===== src/rtl/core/bpfs_pkg.sv =====
`timescale 1ns / 1ps
// Shared types, widths and codes for the bordered pixel frame store.
package bpfs_pkg;

    // Field and register widths
    localparam int COORD_W    = 13;
    localparam int COLOUR_W   = 8;
    localparam int DIM_W      = 9;
    localparam int STRIDE_W   = 11;
    localparam int CFG_IDX_W  = 2;
    localparam int CFG_DATA_W = 11;

    // Byte-packed pixels: blue, green, red
    localparam int BYTES_PER_PIXEL = 3;
    localparam int CHAN_W          = 2;
    localparam logic [CHAN_W-1:0] CHAN_LAST = CHAN_W'(BYTES_PER_PIXEL - 1);
    localparam logic [CHAN_W-1:0] CHAN_BLUE  = 2'd0;
    localparam logic [CHAN_W-1:0] CHAN_GREEN = 2'd1;
    localparam logic [CHAN_W-1:0] CHAN_RED   = 2'd2;

    // Signed stored row (height - 1 - row) and byte address arithmetic
    localparam int SROW_W  = 14;
    localparam int STEP_W  = 4;
    localparam int PROD_W  = STRIDE_W + DIM_W;
    localparam int BADDR_W = PROD_W + 1;

    // Stream payload layout
    localparam int S_TDATA_W = 56;
    localparam int S_TUSER_W = 1;
    localparam int M_TDATA_W = 24;
    localparam int M_TUSER_W = 1;
    localparam int COL_LSB   = 0;
    localparam int ROW_LSB   = COL_LSB + COORD_W;
    localparam int RED_LSB   = ROW_LSB + COORD_W;
    localparam int GREEN_LSB = RED_LSB + COLOUR_W;
    localparam int BLUE_LSB  = GREEN_LSB + COLOUR_W;

    // Fill values
    localparam logic [COLOUR_W-1:0] FILL_WHITE = 8'hFF;
    localparam logic [COLOUR_W-1:0] FILL_BLACK = 8'h00;

    // Register reset values
    localparam logic [DIM_W-1:0]    WIDTH_RST  = 9'd256;
    localparam logic [DIM_W-1:0]    HEIGHT_RST = 9'd256;
    localparam logic [STRIDE_W-1:0] STRIDE_RST = 11'd768;

    typedef enum logic [0:0] {
        CMD_READ  = 1'b0,
        CMD_WRITE = 1'b1
    } cmd_t;

    typedef enum logic [1:0] {
        BM_WRAP  = 2'd0,
        BM_WHITE = 2'd1,
        BM_BLACK = 2'd2,
        BM_NULL  = 2'd3
    } border_mode_t;

    typedef enum logic [CFG_IDX_W-1:0] {
        REG_IMAGE_WIDTH  = 2'd0,
        REG_IMAGE_HEIGHT = 2'd1,
        REG_ROW_STRIDE   = 2'd2,
        REG_BORDER_MODE  = 2'd3
    } cfg_index_t;

    // Controller to datapath commands
    typedef struct packed {
        logic clear_step;
        logic take_input;
        logic take_inside;
        logic fill;
        logic div_start;
        logic div_sel_y;
        logic take_x;
        logic take_y;
        logic mul;
        logic addr;
        logic access;
        logic out_load;
    } dp_cmd_t;

    // Datapath to controller status
    typedef struct packed {
        logic clear_last;
        logic is_write;
        logic in_image;
        logic wrap_ok;
        logic div_done;
        logic chan_last;
        logic out_free;
    } dp_status_t;

endpackage


===== src/rtl/core/bpfs_ctrl.sv =====
`timescale 1ns / 1ps
// Controller state machine: sequences clearing, classification, modulo, address, access and response.
module bpfs_ctrl (
    input  logic                  aclk,
    input  logic                  aresetn,
    input  logic                  s_tvalid,
    output logic                  s_tready,
    input  bpfs_pkg::dp_status_t  status,
    output bpfs_pkg::dp_cmd_t     cmd
);
    import bpfs_pkg::*;

    typedef enum logic [9:0] {
        ST_CLEAR    = 10'b00_0000_0001,
        ST_IDLE     = 10'b00_0000_0010,
        ST_CLASSIFY = 10'b00_0000_0100,
        ST_DIV_X    = 10'b00_0000_1000,
        ST_DIV_Y    = 10'b00_0001_0000,
        ST_MUL      = 10'b00_0010_0000,
        ST_ADDR     = 10'b00_0100_0000,
        ST_ACCESS   = 10'b00_1000_0000,
        ST_RD_WAIT  = 10'b01_0000_0000,
        ST_RESP     = 10'b10_0000_0000
    } state_t;

    state_t state_reg, state_next;

    // Next state and command decode
    always_comb begin
        state_next = state_reg;
        cmd        = '0;
        s_tready   = 1'b0;
        case (state_reg)
            ST_CLEAR: begin
                cmd.clear_step = 1'b1;
                if (status.clear_last) begin
                    state_next = ST_IDLE;
                end
            end
            ST_IDLE: begin
                s_tready = 1'b1;
                if (s_tvalid) begin
                    cmd.take_input = 1'b1;
                    state_next     = ST_CLASSIFY;
                end
            end
            ST_CLASSIFY: begin
                if (status.in_image) begin
                    cmd.take_inside = 1'b1;
                    state_next      = ST_MUL;
                end else if (status.is_write) begin
                    state_next = ST_IDLE;
                end else if (status.wrap_ok) begin
                    cmd.div_start = 1'b1;
                    state_next    = ST_DIV_X;
                end else begin
                    cmd.fill   = 1'b1;
                    state_next = ST_RESP;
                end
            end
            ST_DIV_X: begin
                if (status.div_done) begin
                    cmd.take_x    = 1'b1;
                    cmd.div_start = 1'b1;
                    cmd.div_sel_y = 1'b1;
                    state_next    = ST_DIV_Y;
                end
            end
            ST_DIV_Y: begin
                if (status.div_done) begin
                    cmd.take_y = 1'b1;
                    state_next = ST_MUL;
                end
            end
            ST_MUL: begin
                cmd.mul    = 1'b1;
                state_next = ST_ADDR;
            end
            ST_ADDR: begin
                cmd.addr   = 1'b1;
                state_next = ST_ACCESS;
            end
            ST_ACCESS: begin
                cmd.access = 1'b1;
                if (status.chan_last) begin
                    state_next = status.is_write ? ST_IDLE : ST_RD_WAIT;
                end
            end
            ST_RD_WAIT: begin
                state_next = ST_RESP;
            end
            ST_RESP: begin
                if (status.out_free) begin
                    cmd.out_load = 1'b1;
                    state_next   = ST_IDLE;
                end
            end
            default: begin
                state_next = ST_CLEAR;
            end
        endcase
    end

    always_ff @(posedge aclk) begin
        if (!aresetn) begin
            state_reg <= ST_CLEAR;
        end else begin
            state_reg <= state_next;
        end
    end

endmodule


===== config.mk =====
export PLATFORM = sky130hd
export DESIGN_NAME = bpfs_ctrl
export DESIGN_NICKNAME = d
export VERILOG_FILES = /design/src/rtl/core/bpfs_pkg.sv /design/src/rtl/core/bpfs_ctrl.sv
export SDC_FILE = /design/constraint.sdc
export NUM_CORES = 1
export LEC_CHECK = 0
export BUFFER_PORTS_ARGS = -buffer_cell sky130_fd_sc_hd__buf_2
export CORE_ASPECT_RATIO = 1.4
export CORE_MARGIN = 10
export CORE_UTILIZATION = 28
export DETAILED_ROUTE_END_ITERATION = 16
export PLACE_DENSITY_LB_ADDON = 0.2
export REMOVE_ABC_BUFFERS = 1
export SLEW_MARGIN = 15
export SYNTH_ARGS = -nofsm -noshare
export SYNTH_HDL_FRONTEND = slang
export SYNTH_SLANG_ARGS = --single-unit
export TNS_END_PERCENT = 50

===== constraint.sdc =====
create_clock -name aclk -period 2.8 [get_ports aclk]
set_clock_uncertainty 0.15 [all_clocks]
set_input_delay 0.28 -clock aclk [delete_from_list [all_inputs] [get_ports aclk]]
set_output_delay 0.28 -clock aclk [all_outputs]
set_load 0.005 [all_outputs]

==> Yosys cells after proc, flatten, opt, wreduce, memory -nomap -nowiden <==
Index checks and enable logic that the tools add are counted.
{ "word_totals": {"regBits": 10, "latch_bits": 0, "ram_bits": 0, "romBits": 0, "input_bits": 10, "elab_cells": 49, "memories": 0} }
{ "classes": {"addsub": 0, "n_mul": 0, "div_mod_pow": 0, "order_cmp": 0, "n_eq_ne": 16, "shift": 0, "muxes": 31, "n_bitwise": 0, "reduce_logical": 1} }
{ "ops": {"columns": ["op", "count"], "rows": [
  ["$pmux 10 s10", 1],
  ["$mux 10", 9],
  ["$mux 1", 14],
  ["$ne 2x2->1 const B", 6],
  ["$eq 10x1->1 const B", 1],
  ["$eq 10x10->1 const B", 1],
  ["$eq 10x2->1 const B", 1],
  ["$eq 10x3->1 const B", 1],
  ["$eq 10x4->1 const B", 1],
  ["$eq 10x5->1 const B", 1],
  ["$eq 10x6->1 const B", 1],
  ["$eq 10x7->1 const B", 1],
  ["$eq 10x8->1 const B", 1],
  ["$eq 10x9->1 const B", 1],
  ["$mux 9", 1],
  ["$mux 2", 4],
  ["$reduce_and 6->1", 1],
  ["$mux 3", 1],
  ["$pmux 1 s2", 1]
]} }

==> Longest topological paths before layout <==
Gate-level depths: netlist (run 1).
{ "logic_depth": {"word_depth": 4, "depth_mapped": 6, "mapped_depth_nobuf": 5} }

==> Worst setup path before layout (run 1) <==
OpenSTA, ideal clock, no wires.
{ "synth_timing": {"kind": "register to output", "start": "register state_reg[0]", "end": "output port cmd[6] (netlist name)", "arrival_ns": 1.497, "setup_slack_ns": 0.873, "stages_incl_launch_ff": 7, "path_buffers": 2, "cell_sequence": "dfxtp_1 > buf_2 > nor4_4 > nand2_1 > or3_1 > inv_1 > buf_4"} }
{ "synth_rtl": {"columns": ["element", "line_no", "rtl"], "rows": [
  ["start, declared", "bpfs_ctrl.sv:26", "state_t state_reg, state_next;"],
  ["start signal, assigned", "bpfs_ctrl.sv:108", "state_reg <= state_next;"],
  ["end, declared", "bpfs_ctrl.sv:9", "output bpfs_pkg::dp_cmd_t cmd"]
]} }

==> metrics, run 1 <==
status finished clean; CTS Buf Count 3; register area share after synthesis 0.233; Min Clock Period, post-route 2.32 ns; HP Class input port to register; total power draw 481 uW; final WL 2450 microns; Setup TNS 0 ns; Synth Cell Area 858 sq um; Multi-input gate area 586 sq um; Die W 66.8 microns; maximum fanout along the worst path 7; Port Buffers 22; final hold vios 0; Root Buffer clkbuf_8; Final period util 0.829; Die ar. 5710 sq um; commonest non-fill, non-tap cell in the layout buf_2; max reg flops 10; layout cells sized above 1 0.308; DR vias 791; core area 2910 sq um; CTS Buffer Depth 2; reg2reg path depth 5; hold path cells 2; CTS tree built; P per Cell Area 475 nW/um^2; GRT Overall Usage 0.0883; final net count 129; routability cong. 0.879; FFs w/ async S/R, synth 0; vias per cell 5.14; area delta synth->final 18.1%; Max Cap Viol 0; measured slew at the worst slew-check pin 0.619 ns; Setup Fix Bufs, Post-CTS 0; fillers 307; Max Clock Freq 431 MHz; Primary FF master, synth dfxtp_1; Mapped Cells 99; post-synthesis cell type count 40; antenna viol nets, final 0; ant diodes 0; Crit. Startpoint state_reg[0]; grt ovf 0; WP data arrival 1.89 ns; Initial Util 0.295; Sink Count 10; Worst VDD drop 0.000182 V; Hold Crit Start status[5]; Startpoint Class register; clock latency on the worst-skew pair 0.23 ns; row cnt 23; Yosys reg bits 10; register area 200 sq um; P_leak 0.000476 uW; first-pass GRT wire length 3890 microns; clk slew on worst S/H paths 0.05 ns; worst path required time 2.37 ns; setup violators final 0; Post-synth EDFFs 0; r2r startpoint state_reg[0]; vias in the first global route 804; yosys synthesis warning count 0; Avg Synthesized Cell Area 8.67 sq um; post_cts resized 0; crit path kind register to primary output; Slew headroom 0.583; cts-stage hold buffer count 0; DP Wirelength 2020 microns; initial antenna violation count 0; H-tree levels 1; largest net degree at the start of global routing 11; most frequent cells in the layout buf_2 (22), dfxtp_1 (10), inv_1 (8); Worst Setup End Kind primary output; fin. max-slew vios 0; RSZ-0062 raised after global routing false; drt wl/cell 15.9 microns; die height 85.5 microns; DR iter-0 viols 26; first-pass iteration count of the detailed router 4; IO Count 23; DRC viols 0
## critical path, stage by stage (launching register included)
cell     delay [ns]
dfxtp_1        0.41
nor4_4         0.50
nand2_1        0.12
or3_1          0.42
inv_1          0.09
buf_2          0.11
## final cells by class
type | instances | area share
Clock buffer | 3 | 0.0407
Inverter | 8 | 0.0296
Multi-Input combinational cell | 74 | 0.578
Sequential cell | 10 | 0.198
Tap cell | 37 | 0.0457
Timing Repair Buffer | 22 | 0.109
## kinds of logic after synthesis
kind of cell,Yosys count,share of synthesized area
AOI/OAI and AO/OA,19,0.179
xor gates and xnor gates,4,0.0408
buffers and inverters,15,0.0845
DFF,10,0.233
and+or+nand+nor,51,0.462
## routing by layer
layer / global-route usage / part of all wire / wire [microns] / vias up
met4: 0.0765 / 0.047 / 114 / 0
met3: 0.0156 / 0.031 / 76 / 10
met1: 0.0817 / 0.38 / 943 / 367
met5: 0 / 0 / 0 / -
li1: - / - / - / 395
met2: 0.157 / 0.54 / 1320 / 19
## through the flow
stage,util,cell area (sq um),std cells,setup slack (ns),hold slack [ns]
after floorplan,-,816,92,0.982,0.199
final,0.349,1010,154,0.479,0.132
after global routing,0.349,1010,154,0.343,0.140
after detailed placement,0.334,972,151,0.722,0.379
after global placement,0.334,972,151,0.733,0.373
after CTS,0.349,1010,154,0.467,0.130
## report_power, final
part	switching [uW]	internal (uW)	leakage, uW	total (uW)
Combinational	84.7	68.5	0.000374	153
Sequential	25.7	152	0.0000811	177
Clock	56.4	94.2	0.0000216	151
## worst paths after layout
kind,to,slack [ns]
worst min-delay path,state_reg[8],0.13
worst min register to register,state_reg[3],0.53
worst max-delay path,cmd[5],0.48
worst max register to register,state_reg[2],0.77
## cell usage after synthesis, types with 2 or more instances
library cell,n,share of area
dfxtp_1,10,0.23
inv_1,8,0.035
nand2_1,6,0.026
nor2b_1,6,0.044
nor3_1,6,0.035
nor2_1,5,0.022
buf_2,4,0.023
nand4b_1,4,0.041
nor4_4,4,0.099
o21a_1,4,0.035
o21ai_0,4,0.023
xor2_1,3,0.031
a21boi_1,2,0.017
and2_1,2,0.015
and4b_1,2,0.023
buf_4,2,0.017
nand3_1,2,0.012
nand4_1,2,0.015
o21ai_1,2,0.012
(Power assumes the default switching activity.)
==> inputs of run 2 (changes only) <==
ABC_AREA = 1   (was default)
clock period = 2.3 ns   (was 2.8 ns; I/O delays follow)
==> run 2 against run 1 <==
Against the previous run:
- critical path depth grew 3
- critical endpoint is now cmd[7]
- register-to-register slack lost 0.09 ns
- sequential power grew 25%
- critical path type unchanged
- highest routed layer unchanged
- first-iteration DRC count shrank 38%
- setup slack lost 0.11 ns
==> metrics, run 2 <==
status finished clean; DR vias 806; Sink Count 10; vias in the first global route 884; FFs w/ async S/R, synth 0; routability cong. 0.830; post-synthesis cell type count 19; clock latency on the worst-skew pair 0.24 ns; fin. max-slew vios 0; register area share after synthesis 0.243; DRC viols 0; commonest non-fill, non-tap cell in the layout inv_1; Hold Crit Start aresetn; r2r endpoint state_reg[5]; sw power 330 uW; die height 84.2 microns; Worst Setup End Kind primary output; DR iter-0 viols 16; row cnt 23; CTS Buffer Depth 2; DP Wirelength 2020 microns; drt wl/cell 11.8 microns; most frequent cells in the layout inv_1 (28), nand2_1 (23), buf_2 (22), nor2_1 (18), dfxtp_1 (10); antenna viol nets, final 0; Yosys top cell by area dfxtp_1; Port Buffers 22; clk slew on worst S/H paths 0.05 ns; Reg power frac 0.272; reg2reg setup slack 0.68 ns; critical path's top delay family simple AND/OR/NAND/NOR gates; final WL 2250 microns; Area contributors post-synth dfxtp_1 (24%), inv_1 (13%), nor2_4 (11%); post-layout util 0.361; ant diodes 0; first-pass GRT wire length 3910 microns; worst-path cell chain nor2_4 -> nand2_4 -> nor2_4 -> nand4_1 -> inv_1 -> nand2_1 -> o21ai_0 -> buf_2; Yosys reg bits 10; CP max stage delay 0.36 ns; measured slew at the worst slew-check pin 0.248 ns; Synth Cell Area 825 sq um; most common cell in the netlist inv_1; Die W 65.9 microns; logic gate share of total power 0.454; r2r startpoint state_reg[0]; area share of the leading cell type in the synthesized netlist 0.243; Min Clock Period, post-route 1.93 ns; WP data arrival 1.55 ns; setup violators final 0; first-pass iteration count of the detailed router 4; Setup Fix Bufs, Post-CTS 0; Hold Path Sink state_reg[0]; Placement Cell Area 973 sq um; highest-delay cell along the critical path dfxtp_1; RSZ-0062 raised after global routing false; H-tree levels 1; Sw Share 0.404; Final Cell Area 1030 sq um; fillers 294; Worst Hold Slack 0.0801 ns; Initial Util 0.289; grt ovf 0; IO Count 23; Post-synth top cells inv_1 (28), nand2_1 (23), nor2_1 (18); core area 2850 sq um; P_leak 0.000608 uW; Buffers & Inverters on Critical Path 2; max reg flops 10; Setup TNS 0 ns; Startpoint Class register; Post-synth EDFFs 0; Worst VDD drop 0.000375 V; cts-stage hold buffer count 0; Primary FF master, synth dfxtp_1; Slew headroom 0.835; worst path required time 1.92 ns; Max Clock Freq 519 MHz; power share of the clock group 0.275; P per Cell Area 794 nW/um^2; largest net degree at the start of global routing 7; yosys synthesis warning count 0; maximum fanout along the worst path 4; initial antenna violation count 0; vias per cell 4.22; CTS Buf Count 3; post_cts resized 0; final hold vios 0; Max Cap Viol 0; Crit path top cell by count nor2_4; Root Buffer clkbuf_8; area delta synth->final 24.7%; register area 200 sq um; Mapped Cells 129; reg2reg path depth 9; Pint 487 uW; Avg Synthesized Cell Area 6.39 sq um; Die ar. 5550 sq um; HP Class input port to register; final net count 165; CTS tree built; layout cells sized above 1 0.377; GRT Overall Usage 0.0906; crit path kind register to primary output; hold path cells 2; Multi-input gate area 493 sq um; Final period util 0.838
[run 2: per-layer routing]
metal / vias to the layer above / GRT usage / part of all wire
met5: - / 0 / 0
met4: 0 / 0.0410 / 0.013
met3: 4 / 0.0279 / 0.050
met2: 19 / 0.165 / 0.56
met1: 351 / 0.0888 / 0.38
li1: 432 / - / -
[run 2: cells by family after synthesis]
group / synth area share
flops: 0.243
compound gates: 0.0577
buf+inv: 0.159
simple gates: 0.540
[run 2: area by class of cell]
class / instances / area share
clock buffers: 4 / 0.0535
inverters: 33 / 0.120
multi-input cells: 85 / 0.479
flip-flops and latches: 10 / 0.195
well taps: 37 / 0.0450
repair buffers: 22 / 0.107
[run 2: worst max-delay path by stage]
stage	start	cells past startpoint	to	slack (ns)
after floorplan	state_reg[0]	10	state_reg[0]	0.88
after global placement	state_reg[0]	8	cmd[7]	0.63
after global routing	state_reg[0]	8	cmd[7]	0.25
after CTS	state_reg[0]	8	cmd[7]	0.36
after detailed placement	state_reg[0]	8	cmd[7]	0.63
final	state_reg[0]	8	cmd[7]	0.37
[run 2: through the flow]
| step | std cells | setup slack (ns) | total power [uW] |
|---|---|---|---|
| final | 191 | 0.372 | 817 |
| after global routing | 191 | 0.250 | 899 |
| after CTS | 191 | 0.361 | 829 |
| after detailed placement | 187 | 0.626 | 602 |
| after global placement | 187 | 0.631 | 599 |
| after floorplan | 128 | 0.882 | 520 |
[run 2: power groups by stage]
stage	combinational (uW)	sequential, uW	clock [uW]
final	371	222	224
after CTS	378	221	230
after floorplan	301	219	0
after global placement	376	223	0
after global routing	436	226	237
after detailed placement	378	224	0
==> inputs of run 3 (changes only) <==
clock period = 1.7 ns   (was 2.3 ns; I/O delays follow)
==> run 3 against run 2 <==
Against the previous run:
- the flow now finishes with violations (setup timing)
- setup slack got worse by 0.38 ns
- total power is 48% higher
- largest cell class unchanged
- critical path type unchanged
- critical endpoint unchanged
- sequential power up 37%
- final cell count up 5.2%
- clock power rose by 33%
- die area is the same
- count of clock-buffer cells in the layout unchanged
- utilization grew 4.7 points
- first-iteration DRC count increased by 31%
==> metrics, run 3 (synthesis gave the netlist of run 2 again) <==
status finished, violations left; failing checks setup timing; power share of the clock group 0.247; P_leak 0.000667 uW; vias in the first global route 904; Max Cap Viol 0; die height 84.2 microns; DRC viols 0; ant diodes 0; Worst Hold Slack 0.0245 ns; Startpoint Class register; vias per cell 4.26; clock latency on the worst-skew pair 0.23 ns; cts-stage hold buffer count 0; logic gate share of total power 0.500; CTS tree built; first-pass GRT wire length 3800 microns; GR Util met3 0.0199; crit path kind register to primary output; WP data arrival 1.39 ns; setup violators final 2; GR peak layer met2; Root Buffer clkbuf_8; measured slew at the worst slew-check pin 0.250 ns; maximum fanout along the worst path 4; Pint 727 uW; HP Class input port to register; largest net degree at the start of global routing 7; CTS Buffer Depth 2; DR iter-0 viols 21; worst path required time 1.38 ns; r2r endpoint state_reg[5]; initial antenna violation count 0; Sink Count 10; hold path cells 2; Port Buffers 22; max reg flops 10; Die W 65.9 microns; Max Clock Freq 585 MHz; clk slew on worst S/H paths 0.05 ns; Worst VDD drop 0.000609 V; final net count 175; Die ar. 5550 sq um; drt wl/cell 11.4 microns; most frequent cells in the layout inv_1 (28), buf_2 (22), nand2_1 (19), nor2_1 (15), nand2_2 (12); core area 2850 sq um; Slew headroom 0.833; routability cong. 0.912; RSZ-0062 raised after global routing true; antenna viol nets, final 0; final WL 2300 microns; fin. max-slew vios 0; first-pass iteration count of the detailed router 4; row cnt 23; Final period util 1.01; PnR worst setup slack -0.0103 ns; DP Wirelength 1940 microns; Hold Path Sink state_reg[0]; DR vias 857; Min Clock Period, post-route 1.71 ns; met2 usage 0.159; commonest non-fill, non-tap cell in the layout inv_1; Worst Setup End Kind primary output; GRT Overall Usage 0.0850; H-tree levels 1; reg2reg path depth 11; Hold Crit Start aresetn; grt ovf 0; Sw Share 0.399; layout cells sized above 1 0.524; IO Count 23; reg2reg setup slack 0.08 ns; met1 Use GR 0.0833; Initial Util 0.289; Setup TNS -0.0145 ns; area delta synth->final 40.8%; P per Cell Area 1040 nW/um^2; final hold vios 0; sw power 482 uW; Reg power frac 0.253; r2r startpoint state_reg[5]; CTS Buf Count 3
-- run 3: cell types whose count changed in the layout (fill, tap and decap cells not counted), sizes merged --
cell,change
buf,+10
-- run 3: cell type report --
cell class,instances,area (sq um)
fill,310,1690
multi-input combinational,85,531
sequential,10,213
timing repair buffer,32,193
inverter,33,124
clock buffer,4,55.1
tap,37,46.3
-- run 3: worst max-delay path by stage --
stage            startpoint      endpoint  slack, ns  cells past startpoint
2_1_floorplan  state_reg[0]  state_reg[0]       0.28                     10
3_3_place_gp   state_reg[0]        cmd[7]       0.08                      8
3_5_place_dp   state_reg[0]        cmd[7]       0.08                      8
4_1_cts        state_reg[7]        cmd[8]     -0.002                      7
5_1_grt        state_reg[0]        cmd[7]       -0.1                      8
6_report       state_reg[0]        cmd[7]      -0.01                      8
-- run 3: critical path, stage by stage (launching register included) --
cell and delay [ns]:
dfxtp_4 0.36, nor2_4 0.15, nand2_4 0.08, nor2_4 0.12
nand4_1 0.11, inv_1 0.09, nand2_2 0.06, o21ai_1 0.07
buf_2 0.12
-- run 3: through the flow --
stage	setup slack, ns	instance area, sq um	utilization	std cells	power [uW]
after global routing	-0.0999	1160	0.408	201	1300
after floorplan	0.282	817	-	128	703
after global placement	0.0786	988	0.347	189	817
after detailed placement	0.0769	988	0.347	189	824
final	-0.0103	1160	0.408	201	1210
after CTS	-0.00155	1100	0.385	198	1160
-- run 3: power by group through the flow --
| stage | Combinational [uW] | Sequential [uW] | Clock (uW) |
|---|---|---|---|
| final | 604 | 305 | 298 |
| after detailed placement | 522 | 303 | 0 |
| after global routing | 670 | 310 | 316 |
| after global placement | 516 | 301 | 0 |
| after floorplan | 407 | 296 | 0 |
| after CTS | 556 | 300 | 303 |
-- run 3: layer usage --
| layer | vias to the layer above | wire length [microns] |
|---|---|---|
| li1 | 452 | - |
| met1 | 383 | 888 |
| met2 | 18 | 1270 |
| met3 | 4 | 85 |
| met4 | 0 | 48 |
| met5 | - | 0 |
-- run 3: timing repair --
| action | CTS | global route |
|---|---|---|
| endpoints found under the hold margin | 0 | 0 |
| pin swaps | 7 | 9 |
| setup endpoints to repair | 2 | 13 |
| setup buffers | 5 | 3 |
| gates resized for setup | 8 | 15 |
